File: src/rtl/core/u2e_pkg.sv
// ----------------------------------------------------------------------------
// u2e_pkg
// Shared constants and the named entity lookup for the entity encoder.
// ----------------------------------------------------------------------------
package u2e_pkg;

    localparam int CodeW    = 16;
    localparam int ByteW    = 8;
    localparam int RunMax   = 8;
    localparam int NameMax  = 6;
    localparam int DigitMax = 5;

    localparam logic [ByteW-1:0] ChAmp  = 8'h26;
    localparam logic [ByteW-1:0] ChHash = 8'h23;
    localparam logic [ByteW-1:0] ChSemi = 8'h3B;
    localparam logic [ByteW-1:0] ChZero = 8'h30;
    localparam logic [ByteW-1:0] ChNul  = 8'h00;
    localparam logic [CodeW-1:0] CodeLf = 16'h000A;
    localparam logic [CodeW-1:0] CodeCr = 16'h000D;
    localparam logic [CodeW-1:0] CodeLo = 16'h0020;
    localparam logic [CodeW-1:0] CodeHi = 16'h007E;

    localparam logic MODE_ENCODE = 1'b0;
    localparam logic MODE_END    = 1'b1;

    typedef logic [ByteW-1:0] byte_t;
    typedef logic [NameMax*ByteW-1:0] name_t;

    // Name text, last character in the low byte, unused bytes zero.
    function automatic name_t name_lookup(input logic [CodeW-1:0] c);
        name_t n;
        n = '0;
        case (c)
            16'd34: n = "quot";     16'd38: n = "amp";      16'd60: n = "lt";
            16'd62: n = "gt";       16'd160: n = "nbsp";    16'd161: n = "iexcl";
            16'd162: n = "cent";    16'd163: n = "pound";   16'd164: n = "curren";
            16'd165: n = "yen";     16'd166: n = "brvbar";  16'd167: n = "sect";
            16'd168: n = "uml";     16'd169: n = "copy";    16'd170: n = "ordf";
            16'd171: n = "laquo";   16'd172: n = "not";     16'd173: n = "shy";
            16'd174: n = "reg";     16'd175: n = "macr";    16'd176: n = "deg";
            16'd177: n = "plusmn";  16'd178: n = "sup2";    16'd179: n = "sup3";
            16'd180: n = "acute";   16'd181: n = "micro";   16'd182: n = "para";
            16'd183: n = "middot";  16'd184: n = "cedil";   16'd185: n = "sup1";
            16'd186: n = "ordm";    16'd187: n = "raquo";   16'd188: n = "frac14";
            16'd189: n = "frac12";  16'd190: n = "frac34";  16'd191: n = "iquest";
            16'd192: n = "Agrave";  16'd193: n = "Aacute";  16'd194: n = "Acirc";
            16'd195: n = "Atilde";  16'd196: n = "Auml";    16'd197: n = "Aring";
            16'd198: n = "AElig";   16'd199: n = "Ccedil";  16'd200: n = "Egrave";
            16'd201: n = "Eacute";  16'd202: n = "Ecirc";   16'd203: n = "Euml";
            16'd204: n = "Igrave";  16'd205: n = "Iacute";  16'd206: n = "Icirc";
            16'd207: n = "Iuml";    16'd208: n = "ETH";     16'd209: n = "Ntilde";
            16'd210: n = "Ograve";  16'd211: n = "Oacute";  16'd212: n = "Ocirc";
            16'd213: n = "Otilde";  16'd214: n = "Ouml";    16'd215: n = "times";
            16'd216: n = "Oslash";  16'd217: n = "Ugrave";  16'd218: n = "Uacute";
            16'd219: n = "Ucirc";   16'd220: n = "Uuml";    16'd221: n = "Yacute";
            16'd222: n = "THORN";   16'd223: n = "szlig";   16'd224: n = "agrave";
            16'd225: n = "aacute";  16'd226: n = "acirc";   16'd227: n = "atilde";
            16'd228: n = "auml";    16'd229: n = "aring";   16'd230: n = "aelig";
            16'd231: n = "ccedil";  16'd232: n = "egrave";  16'd233: n = "eacute";
            16'd234: n = "ecirc";   16'd235: n = "euml";    16'd236: n = "igrave";
            16'd237: n = "iacute";  16'd238: n = "icirc";   16'd239: n = "iuml";
            16'd240: n = "eth";     16'd241: n = "ntilde";  16'd242: n = "ograve";
            16'd243: n = "oacute";  16'd244: n = "ocirc";   16'd245: n = "otilde";
            16'd246: n = "ouml";    16'd247: n = "divide";  16'd248: n = "oslash";
            16'd249: n = "ugrave";  16'd250: n = "uacute";  16'd251: n = "ucirc";
            16'd252: n = "uuml";    16'd253: n = "yacute";  16'd254: n = "thorn";
            16'd255: n = "yuml";    16'd305: n = "inodot";  16'd338: n = "OElig";
            16'd339: n = "oelig";   16'd352: n = "Scaron";  16'd353: n = "scaron";
            16'd376: n = "Yuml";    16'd402: n = "fnof";    16'd710: n = "circ";
            16'd711: n = "caron";   16'd728: n = "breve";   16'd729: n = "dot";
            16'd730: n = "ring";    16'd731: n = "ogon";    16'd732: n = "tilde";
            16'd733: n = "dblac";   16'd916: n = "Delta";   16'd931: n = "sum";
            16'd937: n = "Omega";   16'd960: n = "pi";      16'd8211: n = "ndash";
            16'd8212: n = "mdash";  16'd8216: n = "lsquo";  16'd8217: n = "rsquo";
            16'd8218: n = "lsquor"; 16'd8220: n = "ldquo";  16'd8221: n = "rdquo";
            16'd8222: n = "ldquor"; 16'd8224: n = "dagger"; 16'd8225: n = "Dagger";
            16'd8226: n = "bull";   16'd8230: n = "hellip"; 16'd8240: n = "permil";
            16'd8249: n = "lsaquo"; 16'd8250: n = "rsaquo"; 16'd8482: n = "trade";
            16'd8706: n = "part";   16'd8719: n = "prod";   16'd8730: n = "radic";
            16'd8734: n = "infin";  16'd8747: n = "int";    16'd8773: n = "ap";
            16'd8800: n = "ne";     16'd8804: n = "le";     16'd8805: n = "ge";
            16'd9674: n = "loz";
            default: n = '0;
        endcase
        return n;
    endfunction

endpackage

File: src/rtl/core/utf16_to_entity_encoder_top.sv
// ----------------------------------------------------------------------------
// utf16_to_entity_encoder_top
// Encodes UTF-16 code units as ASCII text with HTML character entities.
// ----------------------------------------------------------------------------
// Usage:
//   Input: an item transfers on a rising edge with start high and busy low.
//   mode selects encode (code_unit) or end of text (one zero byte).
//   Output: one byte per cycle on out_byte, marked by strobe; last_byte
//   flags the final byte of the run for an item. The receiver cannot
//   stall, so every strobe is a completed transfer.
//   Path: an item moves from the input register into the run buffer, then
//   its bytes pass through the output register to out_byte.
//   Throughput: an item producing N bytes holds the run buffer until its
//   N bytes are out (N = 1 for printable text, up to 8 for entities), so
//   printable text sustains one item per cycle. busy rises when the run
//   buffer has over one byte left and an item waits in the input register.
//   The decimal form uses four parallel reciprocal multiplies.
//   Reset: clears all valid flags and counts; no output until new input.
// ----------------------------------------------------------------------------
module utf16_to_entity_encoder_top (
    input  logic                        clk,
    input  logic                        rst_n,
    input  logic                        start,
    output logic                        busy,
    input  logic                        mode,
    input  logic [u2e_pkg::CodeW-1:0]   code_unit,
    output logic                        strobe,
    output logic [u2e_pkg::ByteW-1:0]   out_byte,
    output logic                        last_byte
);
    import u2e_pkg::*;

    logic             in_vld_reg;
    logic             in_mode_reg;
    logic [CodeW-1:0] in_code_reg;

    byte_t            run_buf_reg [RunMax];
    byte_t            run_buf_next [RunMax];
    logic [3:0]       run_len_reg;
    logic [3:0]       run_len_next;
    logic [2:0]       run_idx_reg;

    logic             strobe_reg;
    byte_t            out_byte_reg;
    logic             last_byte_reg;

    logic             move;
    logic             take;

    name_t            nm;
    logic [2:0]       nm_len;
    logic             printable;
    logic [32:0]      p1, p2, p3, p4;
    logic [15:0]      q1, q2, q3, q4;
    logic [3:0]       dg [DigitMax];
    logic [2:0]       nd;

    assign move = in_vld_reg && (run_len_reg <= 4'd1);
    assign busy = in_vld_reg && !move;
    assign take = start && !busy;

    always_comb
    begin
        nm     = name_lookup(in_code_reg);
        nm_len = '0;
        for (int k = 0; k < NameMax; k++)
        begin
            if (nm[k*ByteW +: ByteW] != ChNul)
                nm_len = 3'(k + 1);
        end
        p1 = 33'(in_code_reg) * 33'd104858;
        p2 = 33'(in_code_reg) * 33'd83887;
        p3 = 33'(in_code_reg) * 33'd67109;
        p4 = 33'(in_code_reg) * 33'd107375;
        q1 = 16'(p1 >> 20);
        q2 = 16'(p2 >> 23);
        q3 = 16'(p3 >> 26);
        q4 = 16'(p4 >> 30);
        dg[0] = 4'(in_code_reg - q1 * 16'd10);
        dg[1] = 4'(q1 - q2 * 16'd10);
        dg[2] = 4'(q2 - q3 * 16'd10);
        dg[3] = 4'(q3 - q4 * 16'd10);
        dg[4] = 4'(q4);
        if (in_code_reg >= 16'd10000)
            nd = 3'd5;
        else if (in_code_reg >= 16'd1000)
            nd = 3'd4;
        else if (in_code_reg >= 16'd100)
            nd = 3'd3;
        else if (in_code_reg >= 16'd10)
            nd = 3'd2;
        else
            nd = 3'd1;
        printable = (in_code_reg >= CodeLo && in_code_reg <= CodeHi)
                    || in_code_reg == CodeLf || in_code_reg == CodeCr;

        for (int j = 0; j < RunMax; j++)
            run_buf_next[j] = ChNul;
        run_len_next = 4'd1;
        if (in_mode_reg == MODE_END)
        begin
            run_buf_next[0] = ChNul;
            run_len_next    = 4'd1;
        end
        else if (printable)
        begin
            run_buf_next[0] = in_code_reg[ByteW-1:0];
            run_len_next    = 4'd1;
        end
        else if (nm_len != 3'd0)
        begin
            run_buf_next[0] = ChAmp;
            for (int k = 0; k < NameMax; k++)
            begin
                if (3'(k) < nm_len)
                    run_buf_next[k+1] = nm[(nm_len - 3'(k) - 3'd1)*ByteW +: ByteW];
            end
            run_buf_next[3'(nm_len + 3'd1)] = ChSemi;
            run_len_next = 4'(nm_len) + 4'd2;
        end
        else
        begin
            run_buf_next[0] = ChAmp;
            run_buf_next[1] = ChHash;
            for (int k = 0; k < DigitMax; k++)
            begin
                if (3'(k) < nd)
                    run_buf_next[k+2] = ChZero | {4'd0, dg[nd - 3'(k) - 3'd1]};
            end
            run_buf_next[3'(nd + 3'd2)] = ChSemi;
            run_len_next = 4'(nd) + 4'd3;
        end
    end

    always_ff @(posedge clk or negedge rst_n)
    begin
        if (!rst_n)
        begin
            in_vld_reg    <= 1'b0;
            run_len_reg   <= '0;
            run_idx_reg   <= '0;
            strobe_reg    <= 1'b0;
        end
        else
        begin
            if (take)
                in_vld_reg <= 1'b1;
            else if (move)
                in_vld_reg <= 1'b0;

            strobe_reg <= (run_len_reg != 4'd0);

            if (move)
            begin
                run_len_reg <= run_len_next;
                run_idx_reg <= '0;
            end
            else if (run_len_reg != 4'd0)
            begin
                run_len_reg <= run_len_reg - 4'd1;
                run_idx_reg <= run_idx_reg + 3'd1;
            end
        end
    end

    always_ff @(posedge clk)
    begin
        if (take)
        begin
            in_mode_reg <= mode;
            in_code_reg <= code_unit;
        end
        if (move)
            run_buf_reg <= run_buf_next;
        out_byte_reg  <= run_buf_reg[run_idx_reg];
        last_byte_reg <= (run_len_reg == 4'd1);
    end

    assign strobe    = strobe_reg;
    assign out_byte  = out_byte_reg;
    assign last_byte = last_byte_reg;

endmodule

File: config.mk
export PLATFORM = sky130hd
export DESIGN_NAME = utf16_to_entity_encoder_top
export DESIGN_NICKNAME = d
export VERILOG_FILES = /design/src/rtl/core/u2e_pkg.sv /design/src/rtl/core/utf16_to_entity_encoder_top.sv
export SDC_FILE = /design/constraint.sdc
export NUM_CORES = 2
export LEC_CHECK = 0
export ABC_AREA = 1
export BUFFER_PORTS_ARGS = -buffer_cell sky130_fd_sc_hd__buf_4
export CORE_MARGIN = 2
export CORE_UTILIZATION = 46
export DETAILED_ROUTE_END_ITERATION = 8
export GPL_TIMING_DRIVEN = 0
export HOLD_SLACK_MARGIN = 0.02
export SYNTH_ARGS = -nofsm -noshare
export SYNTH_HDL_FRONTEND = slang
export SYNTH_SLANG_ARGS = --single-unit
File: constraint.sdc
create_clock -name clk -period 8.1 [get_ports clk]
set_clock_uncertainty 0.2 [all_clocks]
set_input_delay 0.405 -clock clk [delete_from_list [all_inputs] [get_ports clk]]
set_output_delay 0.405 -clock clk [all_outputs]
set_load 0.01 [all_outputs]
[Yosys cells after proc, flatten, opt, wreduce, memory -nomap -nowiden]
Index checks and enable logic that the tools add are counted.
Word-level totals
  register bits: 99
  bits in latches: 0
  bits in writable memories: 0
  bits in read-only memories: 0
  output and inout bits: 11
  logic and storage cells: 357
  memories: 0
Cells by class
  $add $sub $neg: 28
  $mul: 8
  div/mod/pow operators: 0
  magnitude comparators: 28
  eq/ne operators: 148
  shift operators: 6
  multiplexer cells: 88
  bitwise logic cells: 14
  reductions and logical operators: 21
Operator list (number)
  one-hot mux 47 bit (145 select lines): 1
  == test 16 x 8 -> 1 bit (second input constant): 96
  == test 16 x 14 -> 1 bit (second input constant): 26
  two-way mux 8 bit: 44
  indexed part select 48 x 33 -> 8 bit: 6
  == test 16 x 10 -> 1 bit (second input constant): 12
  == test 16 x 9 -> 1 bit (second input constant): 7
  multiplier 16 x 17 -> 33 bit (second input constant): 3
  bitwise OR 40 bit: 2
  == test 16 x 6 -> 1 bit (second input constant): 4
  two-way mux 64 bit: 1
  binary-select mux 4 bit (select 3 bit): 5
  two-way mux 4 bit: 15
  AND 22 x 24 -> 24 bit: 2
  demux 8 bit (select 3 bit): 2
  inverter 24 bit: 2
  nonzero test 8 bit: 6
  == test 16 x 4 -> 1 bit (second input constant): 2
  >= comparator 4 bit (second input constant): 8
  multiplier 16 x 16 -> 32 bit (second input constant): 1
  inverter 3 -> 4 bit: 8
  two-way mux 6 bit: 5
  two-way mux 3 bit: 9
  subtractor 4 x 2 -> 5 bit (second input constant): 5
  37 further kinds: 69

[Logic depth before layout (Yosys ltp)]
  depth in word-level cells: 19
  gate-level depth with buffers: 37
  mapped depth without buffers: 37

[Least setup slack after synthesis]
No wires, ideal clock.
  path kind: register to register
  start: register in_code_reg[7]
  end: register run_buf_reg[11] (netlist bit), data pin
  setup time: 0.256 ns
  data arrival time: 6.868 ns
  slack: 0.776 ns
  cell stages (with the launch flop): 33
  buffers on the path: 0
  cell sequence: edfxtp_1 > inv_1 > ha_1 > inv_1 > fa_1 > fa_1 > inv_1 > fa_1 > fa_1 > inv_1 > fa_1 > inv_1 > ha_1 > nand2_1 > nor4_1 > nand3_1 > o211ai_1 > xnor2_1 > inv_1 > ha_1 > fa_1 > inv_1 > nand2_1 > nand2_1 > inv_1 > nand3_1 > nand3_1 > nand3_1 > nand3_1 > nand2_1 > nand2_1 > nand2_1 > nand2_1
On the way
  longest elaborated chain between the ends: 18
  elaborated cells between the ends (all ways): 223
RTL lines
  start: declaration: RTL line utf16_to_entity_encoder_top.sv:35  | logic [CodeW-1:0] in_code_reg;
  start signal: assignment: RTL line utf16_to_entity_encoder_top.sv:171  | in_code_reg <= code_unit;
  parallel branches: the longest is 18 deep, another holds multiplier 16 x 16 -> 32 bit
  end signal: assignment: RTL line utf16_to_entity_encoder_top.sv:174  | run_buf_reg <= run_buf_next;
  end: declaration: RTL line utf16_to_entity_encoder_top.sv:37  | byte_t run_buf_reg [RunMax];
Several ways; the timed one is not identified. The select of a mux whose other input is x is not followed.
A chain may end at the register's enable or synchronous reset.

[Worst setup path after layout]
  start: register in_code_reg[0]
  end: register run_buf_reg[21] (netlist bit), data pin
On the way
  longest elaborated chain between the ends: 18
  elaborated cells between the ends (all ways): 205
RTL lines
  == test 16 x 14 -> 1 bit, or another cell as far along: RTL line u2e_pkg.sv:33  | case (c)
  one-hot mux 47 bit (145 select lines): RTL line u2e_pkg.sv:33
  nonzero test 8 bit: RTL line utf16_to_entity_encoder_top.sv:68  | if (nm[k*ByteW +: ByteW] != ChNul)
  two-way mux 1 bit: RTL line utf16_to_entity_encoder_top.sv:68
  two-way mux 3 bit (5 in a row): RTL line utf16_to_entity_encoder_top.sv:68
  subtractor 3 x 3 -> 4 bit: RTL line utf16_to_entity_encoder_top.sv:116  | run_buf_next[k+1] = nm[(nm_len - 3'(k) - 3'd1)*ByteW +: ByteW];
  subtractor 4 x 2 -> 5 bit: RTL line utf16_to_entity_encoder_top.sv:116
  indexed part select 48 x 33 -> 8 bit: RTL line utf16_to_entity_encoder_top.sv:116
  two-way mux 8 bit: RTL line utf16_to_entity_encoder_top.sv:115  | if (3'(k) < nm_len)
  two-way mux 8 bit: RTL line utf16_to_entity_encoder_top.sv:110  | else if (nm_len != 3'd0)
  two-way mux 8 bit: RTL line utf16_to_entity_encoder_top.sv:105  | else if (printable)
  two-way mux 8 bit: RTL line utf16_to_entity_encoder_top.sv:100  | if (in_mode_reg == MODE_END)
  bitwise OR 40 bit (no line)
  two-way mux 64 bit: RTL line utf16_to_entity_encoder_top.sv:110
Parallel ways exist; a longest one is shown, timed or not. The select of a mux whose other input is x is not followed.

==> impl_summary.log <==
INFO  metric outcome = finished, violations left
INFO  metric failed_checks = design-rule violations, max-capacitance violations, max-slew violations
INFO  metric ys.flop_type = sky130_fd_sc_hd__edfxtp_1
INFO  metric critPathBufInv = 8
INFO  metric maxUsedRoutingLayer = met5
INFO  metric post_synth_top_cells = sky130_fd_sc_hd__nand2_1 (759), sky130_fd_sc_hd__inv_1 (715), sky130_fd_sc_hd__ha_1 (431)
INFO  metric final-setup-viol-count = 0
INFO  metric route.detailed.vias_per_inst = 6.19
INFO  metric area_growth_syn_to_layout = 8.73%
INFO  metric critPathRequiredTime = 7.95 ns
INFO  metric reg2regPathDepth = 25
INFO  metric postRouteAntennaNets = 0
INFO  metric drv_cap = 1
INFO  metric synth_cell_type_count = 70
INFO  metric drive_above_1_share = 0.0750
INFO  metric reg2reg_from = in_code_reg[0]
INFO  metric unrepaired_setup_endpoints_after_global_routing = no
INFO  metric post_synthesis_instance_area = 0.0275 mm2
INFO  metric worst_setup_hold_path_clk_slew = roughly 0.060 ns
INFO  metric num_vias = around 29000
INFO  metric clock_tree.htree_level_count = 3
INFO  metric critical_path.max_fanout = 14
INFO  metric number_of_global_route_vias_before_repair = ~29000
INFO  metric synth_most_common_cell = sky130_fd_sc_hd__nand2_1
INFO  metric cts_root_buffer = sky130_fd_sc_hd__clkbuf_16
INFO  metric cpMaxStageDelayCell = sky130_fd_sc_hd__nor2_1
INFO  metric chipWidth = 248 um
INFO  metric max-clock-path-buffers = 2
INFO  metric globalRoute.totalOverflow = 0
INFO  metric timing.hold.worst.class = input pin to flip-flop
INFO  metric avgSynthCellArea = around 7.2 um2
INFO  metric seq_area_frac_synth = 0.0891
INFO  metric max_slew.worst_pin.slew = 1.53 ns
INFO  metric synthTopCellsByArea = sky130_fd_sc_hd__fa_1 (22%), sky130_fd_sc_hd__ha_1 (20%), sky130_fd_sc_hd__nand2_1 (10%), sky130_fd_sc_hd__inv_1 (9.8%), sky130_fd_sc_hd__edfxtp_1 (7.4%)
INFO  metric detailedRoute.firstPassIterationCount = 9
INFO  metric initial_util = 0.466
INFO  metric hp-start = code_unit[15]
INFO  metric grt_util_all_layers = 0.442
INFO  metric final.setup.worst_slack = 0.132 ns
INFO  metric grt_first_pass_wirelength = 197 mm
INFO  metric tritoncts = built
INFO  metric synth_nets = 4557
INFO  metric num-nets-final = 4666
INFO  metric wl_met1 = around 50 mm
INFO  metric num_io_pins = 31
INFO  metric worst_skew_pair.late_latency = 0.34 ns
INFO  metric timing.critical_path.to_type = flip-flop
INFO  metric route.final.wire_length = 139 mm
INFO  metric r2r_slack = about 0.13 ns
INFO  metric hold-path-endpoint = in_code_reg[15]
INFO  metric wire_per_inst = between 20 and 30 um
INFO  metric fin_hold_ws = 0.0440 ns
INFO  metric yosys.area.top_type = sky130_fd_sc_hd__fa_1
INFO  metric die_ar = 0.0617 mm2
INFO  metric synthCells = 3806
INFO  metric place_worst_setup_slack = -1.87 ns
INFO  metric cp-start-kind = flip-flop
INFO  metric timing.final.crit_share = 0.984
INFO  metric report.final.slew_viol_count = 5
INFO  metric die-height = ~250 um
INFO  metric largest_reg_flops = roughly 50
INFO  metric async_reset_ff_frac = 0.105
INFO  metric wl_met3 = between 10 and 15 mm
INFO  metric hold_viol = 0
INFO  metric synth_edf_count = 68
INFO  metric post_detailed_route_drc_marker_count = 1
INFO  metric fp-row-count = 89
INFO  metric layout.filler_cells = between 5000 and 6000
INFO  metric worst-endpoint-arrival = 7.81 ns
INFO  metric netlist.area_leader.share = 0.219
INFO  metric criticalPathCategory = flip-flop to flip-flop
INFO  metric regArea = 0.00245 mm2
INFO  metric slew_headroom = -0.0324
INFO  metric post_synthesis_register_bit_count = 86
INFO  metric grt_antenna_before_repair = 4
INFO  metric total_number_of_yosys_warnings = 0
INFO  metric multi_input_comb_area = 0.0222 mm2
INFO  metric clock.fmax = 126 MHz
INFO  metric tritoncts_num_sinks = 86
INFO  metric crit_family = simple AND/OR/NAND/NOR gates
INFO  metric port_buffer_count = 30
INFO  metric grt_max_degree = 29
INFO  metric layout_min_cycle_time = 7.97 ns
INFO  metric finalWeightedCongestion = 1.11
INFO  metric timing.critical_path.from = in_code_reg[0]
INFO  metric hpwlAfterDp = 114 mm
INFO  metric wl_met2 = 60.1 mm
INFO  metric worst_r2r_endpoint = run_buf_reg[21]
INFO  metric design.core.area = 0.0590 mm2
INFO  metric cts_made_buffers = 9
INFO  metric worst_hold_path.num_cells = 1
INFO  metric critPathMaxStageDelay = 0.55 ns
INFO  metric drt_iter0_drc = roughly 3600
## worst max-delay path by stage
stage | slack [ns] | end | depth (start not counted)
2_1_floorplan | 0.78 | run_buf_reg[11] | 32
3_3_place_gp | -1.71 | run_buf_reg[11] | 31
3_5_place_dp | -1.87 | run_buf_reg[19] | 32
4_1_cts | -0.009 | run_buf_reg[19] | 32
5_1_grt | 0.01 | run_buf_reg[34] | 27
6_report | 0.13 | run_buf_reg[21] | 25
## final cells by class
cell class,instances,area share
plain buffers,60,0.0134
well taps,773,0.0324
repair buffers,98,0.0270
inverters,727,0.0923
clock inverters,2,0.000461
clock buffers,14,0.00955
flip-flops and latches,86,0.0819
diodes,7,0.000586
multi-input cells,2933,0.742
## per-layer routing
layer / GRT usage / up-vias
met5: 0 / -
met4: 0.338 / 2
met3: 0.102 / 630
met2: 0.680 / 1985
met1: 0.537 / 13900
li1: - / 12600
## cell usage in the layout, fill, tap and decap left out, types with 17 or more instances in the layout
cell and n:
sky130_fd_sc_hd__o21ai_0 128, sky130_fd_sc_hd__buf_2 17, sky130_fd_sc_hd__fa_1 296, sky130_fd_sc_hd__a21oi_1 157
sky130_fd_sc_hd__buf_6 19, sky130_fd_sc_hd__nor4_1 39, sky130_fd_sc_hd__nand2_2 35, sky130_fd_sc_hd__o21ai_1 22
sky130_fd_sc_hd__clkbuf_1 22, sky130_fd_sc_hd__nand4_1 111, sky130_fd_sc_hd__nand3_1 230, sky130_fd_sc_hd__buf_4 94
sky130_fd_sc_hd__xnor2_1 22, sky130_fd_sc_hd__inv_1 708, sky130_fd_sc_hd__edfxtp_1 68, sky130_fd_sc_hd__ha_1 410
sky130_fd_sc_hd__nor3_1 76, sky130_fd_sc_hd__nor2_1 422, sky130_fd_sc_hd__o211ai_1 20, sky130_fd_sc_hd__nand2_1 758
## cell families after synthesis
kind of cell / share of synthesized area
fa+ha+maj: 0.415
flops: 0.0891
compound gates: 0.0862
buf+inv: 0.114
xor+xnor: 0.0123
simple gates: 0.284
## repair_timing
action | in CTS | in global routing
resized for setup | 23 | 42
pin swaps | 2 | 14
setup endpoints to repair | 33 | 19
hold buffers | 1 | 0
setup buffers | 32 | 33
hold endpoints to repair | 9 | 0
## metrics by stage
stage	TNS [ns]	utilization	area (um2)	instances
2_1_floorplan	0	-	27500	3806
3_3_place_gp	-46.91	0.486	28700	4609
3_5_place_dp	-31.12	0.487	28700	4611
4_1_cts	-0.00883	0.498	29400	4660
5_1_grt	0	0.506	29900	4693
6_report	0	0.506	29900	4700
Power is not shown: default switching activity piles up to over one toggle a cycle in this logic, so the estimate is an artifact.
